<file path="src/sv/vnig_pkg.sv">
// Shared types and constants for the velvet noise impulse generator.
package vnig_pkg;

    localparam int CHANNELS = 8;
    localparam int CH_AW    = (CHANNELS > 1) ? $clog2(CHANNELS) : 1;
    localparam int CH_W     = 3;
    localparam int CNT_W    = 7;
    localparam int PH_W     = 25;
    localparam int FRAC_W   = 24;

    localparam logic [PH_W-1:0] ONE_Q24   = PH_W'(1) << FRAC_W;
    localparam logic [31:0]     SP_RESET  = 32'd89478;

    localparam logic [1:0] IMP_ZERO = 2'b00;
    localparam logic [1:0] IMP_POS  = 2'b01;
    localparam logic [1:0] IMP_NEG  = 2'b11;

    typedef logic [CH_AW-1:0] t_addr;

    // per-channel state word
    typedef struct packed {
        logic [PH_W-1:0] phase;
        logic [PH_W-1:0] prev;
        logic            pstart;
        logic [PH_W-1:0] pos;
    } t_entry;

    // registered front-end results for one beat
    typedef struct packed {
        logic [CH_W-1:0] ch;
        logic            freq_pos;
        logic [63:0]     prod;
        logic            sign_pos;
        logic [PH_W-1:0] new_pos;
    } t_prep;

endpackage

</file>
<file path="src/sv/velvet_noise_impulse_generator_top.sv">
// Top level of the multichannel velvet noise impulse generator.
//
//  channel   dir  beat fields (tuser / tdata)
//  s_axis    in   tuser: channel | tdata: frequency, bias, regularity,
//                 polarity_draw, position_draw
//  m_axis    out  tuser: out_channel | tdata: impulse
//  cfg       in   sample_period, written when i_cfg_wr_en is high
//
// One beat per cycle sustained while m_axis is ready. The output beat passes
// the front-end register with the memory read, then the update and output
// register, before it is valid on m_axis. The state memory read-modify-write
// sets the rate; a bypass covers a beat that reads the channel written on the
// same edge.
// Reset clears per-entry valid bits at once, so no clearing pass is needed;
// s_axis is not ready while reset is held.
// A stall on m_axis holds the update stage and then the input.
module velvet_noise_impulse_generator_top (
    input  logic          i_clk,
    input  logic          i_rst_n,
    input  logic          i_s_axis_tvalid,
    output logic          o_s_axis_tready,
    // [31:0] frequency, [49:32] bias, [67:50] regularity,
    // [83:68] polarity_draw, [99:84] position_draw, [103:100] zero
    input  logic [103:0]  i_s_axis_tdata,
    // [2:0] channel
    input  logic [2:0]    i_s_axis_tuser,
    output logic          o_m_axis_tvalid,
    input  logic          i_m_axis_tready,
    // [1:0] impulse, [7:2] zero
    output logic [7:0]    o_m_axis_tdata,
    // [2:0] out_channel
    output logic [2:0]    o_m_axis_tuser,
    input  logic          i_cfg_wr_en,
    input  logic [31:0]   i_cfg_wr_data
);

    logic [31:0]      r_sample_period;
    logic             r_s1_vld;
    logic             r_out_vld;
    logic [2:0]       r_out_ch;
    logic [1:0]       r_out_imp;

    logic             w_s_accept;
    logic             w_s1_fire;
    logic             w_in_range;
    logic             w_wr_en;
    logic [1:0]       w_impulse;
    logic [1:0]       n_out_imp;

    vnig_pkg::t_prep  w_prep;
    vnig_pkg::t_entry w_cur;
    vnig_pkg::t_entry w_nxt;

    assign w_s1_fire       = r_s1_vld && (!r_out_vld || i_m_axis_tready);
    assign o_s_axis_tready = i_rst_n && (!r_s1_vld || w_s1_fire);
    assign w_s_accept      = i_s_axis_tvalid && o_s_axis_tready;
    assign w_in_range      = vnig_pkg::CNT_W'(w_prep.ch) < vnig_pkg::CNT_W'(vnig_pkg::CHANNELS);
    assign w_wr_en         = w_s1_fire && w_in_range;
    assign n_out_imp       = w_in_range ? w_impulse : vnig_pkg::IMP_ZERO;

    always_ff @(posedge i_clk) begin
        if (!i_rst_n) begin
            r_sample_period <= vnig_pkg::SP_RESET;
        end else if (i_cfg_wr_en) begin
            r_sample_period <= i_cfg_wr_data;
        end
    end

    vnig_prep u_prep (
        .i_clk           (i_clk),
        .i_en            (w_s_accept),
        .i_channel       (i_s_axis_tuser),
        .i_frequency     (i_s_axis_tdata[31:0]),
        .i_bias          (i_s_axis_tdata[49:32]),
        .i_regularity    (i_s_axis_tdata[67:50]),
        .i_polarity_draw (i_s_axis_tdata[83:68]),
        .i_position_draw (i_s_axis_tdata[99:84]),
        .i_sample_period (r_sample_period),
        .o_prep          (w_prep)
    );

    vnig_chan_mem u_mem (
        .i_clk     (i_clk),
        .i_rst_n   (i_rst_n),
        .i_rd_en   (w_s_accept),
        .i_rd_addr (vnig_pkg::t_addr'(i_s_axis_tuser)),
        .o_rd_data (w_cur),
        .i_wr_en   (w_wr_en),
        .i_wr_addr (vnig_pkg::t_addr'(w_prep.ch)),
        .i_wr_data (w_nxt)
    );

    vnig_update u_update (
        .i_prep    (w_prep),
        .i_cur     (w_cur),
        .o_nxt     (w_nxt),
        .o_impulse (w_impulse)
    );

    always_ff @(posedge i_clk) begin
        if (!i_rst_n) begin
            r_s1_vld  <= 1'b0;
            r_out_vld <= 1'b0;
        end else begin
            if (w_s_accept) begin
                r_s1_vld <= 1'b1;
            end else if (w_s1_fire) begin
                r_s1_vld <= 1'b0;
            end
            if (w_s1_fire) begin
                r_out_vld <= 1'b1;
            end else if (i_m_axis_tready) begin
                r_out_vld <= 1'b0;
            end
        end
    end

    always_ff @(posedge i_clk) begin
        if (w_s1_fire) begin
            r_out_ch  <= w_prep.ch;
            r_out_imp <= n_out_imp;
        end
    end

    assign o_m_axis_tvalid = r_out_vld;
    assign o_m_axis_tdata  = {6'd0, r_out_imp};
    assign o_m_axis_tuser  = r_out_ch;

    a_imp_code : assert property (@(posedge i_clk) disable iff (!i_rst_n)
        o_m_axis_tvalid |-> (o_m_axis_tdata[1:0] != 2'b10))
        else $error("impulse code out of range");

    a_phase_wrapped : assert property (@(posedge i_clk) disable iff (!i_rst_n)
        w_wr_en |-> !w_nxt.prev[vnig_pkg::FRAC_W])
        else $error("stored phase not below one after wrap");

    a_fire_to_out : assert property (@(posedge i_clk) disable iff (!i_rst_n)
        w_s1_fire |=> o_m_axis_tvalid)
        else $error("update stage fired but no output beat");

    a_s1_hold : assert property (@(posedge i_clk) disable iff (!i_rst_n)
        (r_s1_vld && !w_s1_fire) |=> (r_s1_vld && $stable(w_prep.ch)))
        else $error("stalled update stage lost its beat");

endmodule

</file>
<file path="src/sv/vnig_prep.sv">
// Front-end stage: step product, clipped bias compare and next impulse position.
module vnig_prep (
    input  logic                      i_clk,
    input  logic                      i_en,
    input  logic [vnig_pkg::CH_W-1:0] i_channel,
    input  logic signed [31:0]        i_frequency,
    input  logic signed [17:0]        i_bias,
    input  logic signed [17:0]        i_regularity,
    input  logic [15:0]               i_polarity_draw,
    input  logic [15:0]               i_position_draw,
    input  logic [31:0]               i_sample_period,
    output vnig_pkg::t_prep           o_prep
);

    function automatic logic [16:0] clip_unit(input logic signed [17:0] v);
        logic [16:0] r;
        if (v[17]) begin
            r = 17'd0;
        end else if (v > 18'sd65536) begin
            r = 17'd65536;
        end else begin
            r = v[16:0];
        end
        return r;
    endfunction

    logic [16:0] w_bias;
    logic [16:0] w_reg;
    logic [16:0] w_span;
    logic [32:0] w_pos_prod;
    logic [63:0] w_prod;

    vnig_pkg::t_prep r_prep;

    assign w_bias     = clip_unit(i_bias);
    assign w_reg      = clip_unit(i_regularity);
    assign w_span     = 17'd65536 - w_reg;
    assign w_pos_prod = 33'(i_position_draw) * 33'(w_span);
    assign w_prod     = 64'($unsigned(i_frequency)) * 64'(i_sample_period);

    always_ff @(posedge i_clk) begin
        if (i_en) begin
            r_prep.ch       <= i_channel;
            r_prep.freq_pos <= (i_frequency > 32'sd0);
            r_prep.prod     <= w_prod;
            r_prep.sign_pos <= (17'(i_polarity_draw) > w_bias);
            r_prep.new_pos  <= w_pos_prod[32:8];
        end
    end

    assign o_prep = r_prep;

endmodule

</file>
<file path="src/sv/vnig_chan_mem.sv">
// Per-channel state memory: registered read, entry valid bits, last-write bypass.
module vnig_chan_mem (
    input  logic             i_clk,
    input  logic             i_rst_n,
    input  logic             i_rd_en,
    input  vnig_pkg::t_addr  i_rd_addr,
    output vnig_pkg::t_entry o_rd_data,
    input  logic             i_wr_en,
    input  vnig_pkg::t_addr  i_wr_addr,
    input  vnig_pkg::t_entry i_wr_data
);

    vnig_pkg::t_entry mem [vnig_pkg::CHANNELS];

    logic [vnig_pkg::CHANNELS-1:0] r_ent_vld;
    vnig_pkg::t_entry              r_rd_data;
    logic                          r_rd_vld;
    vnig_pkg::t_addr               r_rd_addr;
    logic                          r_byp_vld;
    vnig_pkg::t_addr               r_byp_addr;
    vnig_pkg::t_entry              r_byp_data;

    always_ff @(posedge i_clk) begin
        if (i_wr_en) begin
            mem[i_wr_addr] <= i_wr_data;
        end
        if (i_rd_en) begin
            r_rd_data <= mem[i_rd_addr];
            r_rd_addr <= i_rd_addr;
        end
        if (i_wr_en) begin
            r_byp_addr <= i_wr_addr;
            r_byp_data <= i_wr_data;
        end
    end

    always_ff @(posedge i_clk) begin
        if (!i_rst_n) begin
            r_ent_vld <= '0;
            r_rd_vld  <= 1'b0;
            r_byp_vld <= 1'b0;
        end else begin
            if (i_rd_en) begin
                r_rd_vld <= r_ent_vld[i_rd_addr];
            end
            if (i_wr_en) begin
                r_ent_vld[i_wr_addr] <= 1'b1;
                r_byp_vld            <= 1'b1;
            end
        end
    end

    // a write on the same edge as the read is missed by the array; the
    // bypass always holds the newest write, so it is safe to prefer it
    always_comb begin
        if (r_byp_vld && (r_byp_addr == r_rd_addr)) begin
            o_rd_data = r_byp_data;
        end else if (r_rd_vld) begin
            o_rd_data = r_rd_data;
        end else begin
            o_rd_data = '0;
        end
    end

endmodule

</file>
<file path="src/sv/vnig_update.sv">
// Phase update: impulse decision, wrap and next state for one channel.
module vnig_update (
    input  vnig_pkg::t_prep  i_prep,
    input  vnig_pkg::t_entry i_cur,
    output vnig_pkg::t_entry o_nxt,
    output logic [1:0]       o_impulse
);

    logic [vnig_pkg::PH_W-1:0] w_step;
    logic [vnig_pkg::PH_W-1:0] w_ph;
    logic                      w_wrap;
    logic                      w_hit;

    always_comb begin
        if (!i_prep.freq_pos) begin
            w_step = '0;
        end else if (i_prep.prod[63:20] > 44'(vnig_pkg::ONE_Q24)) begin
            w_step = vnig_pkg::ONE_Q24;
        end else begin
            w_step = i_prep.prod[44:20];
        end
    end

    assign w_hit  = (i_cur.phase >= i_cur.pos) &&
                    ((i_cur.prev < i_cur.pos) || i_cur.pstart);
    assign w_wrap = i_cur.phase[vnig_pkg::FRAC_W];
    assign w_ph   = w_wrap ? {1'b0, i_cur.phase[vnig_pkg::FRAC_W-1:0]} : i_cur.phase;

    always_comb begin
        o_nxt.pstart = w_wrap;
        o_nxt.pos    = w_wrap ? i_prep.new_pos : i_cur.pos;
        o_nxt.prev   = w_ph;
        o_nxt.phase  = w_ph + w_step;
    end

    always_comb begin
        if (!w_hit) begin
            o_impulse = vnig_pkg::IMP_ZERO;
        end else if (i_prep.sign_pos) begin
            o_impulse = vnig_pkg::IMP_POS;
        end else begin
            o_impulse = vnig_pkg::IMP_NEG;
        end
    end

endmodule
</file>
<file path="config.mk">
export PLATFORM = sky130hd
export DESIGN_NAME = velvet_noise_impulse_generator_top
export DESIGN_NICKNAME = d
export VERILOG_FILES = /design/src/sv/vnig_pkg.sv /design/src/sv/velvet_noise_impulse_generator_top.sv /design/src/sv/vnig_prep.sv /design/src/sv/vnig_chan_mem.sv /design/src/sv/vnig_update.sv
export SDC_FILE = /design/constraint.sdc
export NUM_CORES = 2
export LEC_CHECK = 0
export ABC_CLOCK_PERIOD_IN_PS = 14900
export BUFFER_PORTS_ARGS = -buffer_cell sky130_fd_sc_hd__buf_4
export CAP_MARGIN = 20
export CORE_MARGIN = 10
export CORE_UTILIZATION = 40
export DETAILED_ROUTE_END_ITERATION = 8
export RECOVER_POWER = 50
export REMOVE_ABC_BUFFERS = 1
export SETUP_SLACK_MARGIN = 0.02
export SYNTH_ARGS = -nofsm -noshare
export SYNTH_HDL_FRONTEND = slang
export SYNTH_SLANG_ARGS = --single-unit
</file>
<file path="constraint.sdc">
create_clock -name i_clk -period 14.9 [get_ports i_clk]
set_input_delay 0 -clock i_clk [delete_from_list [all_inputs] [get_ports i_clk]]
set_output_delay 0 -clock i_clk [all_outputs]
set_load 0.005 [all_outputs]
</file>
==> results.cfg <==
[timing]
tightest_slew_ps = 4940
min_period_ps = 10000
hold_viol = 0
relSlewSlack = -2.29
tns_ps = 0
finClkSkew_ps = 31.7
setup_slack_ps = 4900
fmax_ghz = 0.100
setup_violations = 0
min_period_over_period = 0.671
rsz0062_at_grt = false
finalMaxSlewViolations = 1597

[setup_path]
worstPathRequired_ps = 15330
cp_slowest_cell = clkbuf_1
r2r-end = u_prep.o_prep[83]$_DFFE_PP_
crit-reg2reg-launch = r_sample_period[3]$_SDFFE_PN0P_
r2r_setup_slack_ps = 4900
worst-path-buf-inv = 8
arrival_ps = 10430
rr_worst_depth = 28
setup.worst_path.start_class = flip-flop
cp_top_family = adder cells
critPathKind = reg -> reg
crit_top_cell = fa_1
max_stage_delay_ps = 1510
crit_fanout = 33
cp-end-kind = flip-flop

[route]
dr.pass1.iters = 6
drtIter0Drc = 3368
num_vias = 48700
wl_per_cell_um = 20.6
routed_wl_mm = 191
drc = 0
viasPerCell = 5.25
ant_nets = 0

[cells_and_area]
nets = 8403
antenna_cells = 0
drive_above_1_share = 0.0808
syn_to_final_growth_pct = 9.49
final_cells = 9267

[logic_synthesis]
yosysTopAreaCell = edfxtp_1
synth_top_area_frac = 0.328
yosysMostFrequentCell = inv_1
synth_edf_count = 829
yosysWarnings = 0
syn_inst = 6626
yosys_most_used_dff = edfxtp_1
postSynthAreaPerCell_um2 = 11.5
synth_cell_types = 70
ys_ff_latch = 873
synthArstFlopShare = 0
yosysSeqAreaShare = 0.340
netlist_area_um2 = 75900
netlist_top_cells_count = 1,271 x inv_1, 1,135 x nand2_1, 1,103 x fa_1
synth_area_leaders = edfxtp_1 33%, fa_1 29%, ha_1 7.4%, inv_1 6.3%, nand2_1 5.6%

[clock_tree]
cts_buffers = 86
postCtsSetupBuffers = 0
cts_tree = yes
cts_resized = 0
htreeDepth = 3
clock_path_buffers = 3
insertion_delay_ps = 690
hold_buffers = 105
ctsRootBufferMaster = clkbuf_16
numClockSinks = 873
clkTransAtPathRegs_ps = 60

[hold_path]
min_to = u_prep.o_prep[25]$_DFFE_PP_
holdPathStages = 5
min_path_type = in -> reg
hp-start = i_s_axis_tdata[82]

[die]
die_h_um = 456
die_area_um2 = 208000
chipWidth_um = 456
std_cell_rows = 159
core_um2 = 188000
start_util = 0.403
io-pin-count = 157

[placed_design]
gp_congestion = 0.859
place_worst_setup_slack_ps = 5760
io_buffers = 146
dp.cells = 9005
dp_hpwl_mm = 127

[global_routing]
grt_pass1_vias = 52400
track_usage = 0.183
grt_first_pass_wirelength_mm = 302
antenna_found_initial = 7
grt_max_degree = 71
grt-ovfl-total = 0

[job]
cap_violations = 42

[run_status]
status = finished, violations left
violations = max-capacitance violations, max-slew violations
[metrics by stage]
stage                util  area, um^2  hold WS (ps)
floorplan               -       74700          61.9
global placement    0.422       79500           211
detailed placement  0.422       79500           220
CTS                 0.443       83300          21.8
global route        0.442       83100           113
finish              0.442       83100          74.1
[logic make-up after synthesis]
| kind of cell | synth area share |
|---|---|
| buffers and inverters | 0.0794 |
| xor gates and xnor gates | 0.0112 |
| muxes | 0.0609 |
| other | 0.0000494 |
| adders and majority gates | 0.365 |
| and+or+nand+nor | 0.111 |
| AOI/OAI and AO/OA | 0.0322 |
| DFF | 0.340 |
[worst max path at each step]
| stage | depth (start not counted) | start | end | slack (ps) |
|---|---|---|---|---|
| 4_1_cts | 27 | r_sample_period[5]$_SDFFE_PN0P_ | u_prep.o_prep[83]$_DFFE_PP_ | 5840 |
| 5_1_grt | 28 | r_sample_period[3]$_SDFFE_PN0P_ | u_prep.o_prep[80]$_DFFE_PP_ | 4520 |
| 3_5_place_dp | 32 | i_s_axis_tdata[52] | u_prep.o_prep[24]$_DFFE_PP_ | 5760 |
| 2_1_floorplan | 4 | o_m_axis_tvalid$_SDFFE_PN0P_ | u_mem.mem[1][0]$_DFFE_PP_ | 4350 |
| 3_3_place_gp | 27 | r_sample_period[5]$_SDFFE_PN0P_ | u_prep.o_prep[83]$_DFFE_PP_ | 5870 |
| 6_report | 28 | r_sample_period[3]$_SDFFE_PN0P_ | u_prep.o_prep[83]$_DFFE_PP_ | 4900 |
[flip-flops by register name, indices dropped and copies added, names as in the netlist]
| register | cells |
|---|---|
| u_mem.mem | 600 |
| u_mem.r_byp_data | 75 |
| u_mem.r_rd_data | 75 |
| u_prep.o_prep | 71 |
| r_sample_period | 32 |
| u_mem.r_ent_vld | 8 |
| u_mem.r_byp_addr | 3 |
| u_mem.r_rd_addr | 3 |
| r_out_imp | 2 |
| o_m_axis_tvalid | 1 |
| r_s1_vld | 1 |
| u_mem.r_byp_vld | 1 |
| u_mem.r_rd_vld | 1 |
[final cells by class]
| class | instances | area (um^2) |
|---|---|---|
| tap | 2495 | 3120 |
| multi-input combinational | 4160 | 44200 |
| timing repair buffer | 312 | 2500 |
| clock inverter | 50 | 484 |
| fill | 17500 | 105000 |
| sequential | 873 | 25800 |
| clock buffer | 105 | 2270 |
| inverter | 1272 | 4780 |
[layer usage]
layer	wire (um)	vias to the layer above	part of all wire	track usage
met2	93300	1629	0.49	0.313
met5	24	-	0.00013	0
met1	80400	25500	0.42	0.245
met3	13100	313	0.069	0.0302
li1	-	21200	-	-
met4	4370	4	0.023	0.0416
[placed cells by master, fill, tap and decap left out, drive strengths merged, types with 9 or more instances in the layout]
cell	n
mux4	152
o21bai	17
edfxtp	829
nand2b	13
xnor2	66
or3	11
nor3	24
mux2i	34
clkbuf	136
nor2	92
and2	352
mux2	76
a21o	51
dlygate4sd3	105
fa	1103
o21ai	55
nand2	1135
nor4	27
nand3	73
dfxtp	44
nand4	31
a31oi	9
xor2	31
ha	451
o21a	35
clkinv	36
nor2b	41
a21oi	153
inv	1277
buf	176
and3	45
[worst register-to-register path: cells and delay by family (launching register included)]
kind | cells | cell delay [ps]
compound gates | 9 | 2680
xor+xnor | 1 | 150
fa+ha+maj | 9 | 4490
buf+inv | 8 | 1880
flops | 1 | 320
simple gates | 1 | 250
Power is not shown: default switching activity piles up to over one toggle a cycle in this logic, so the estimate is an artifact.
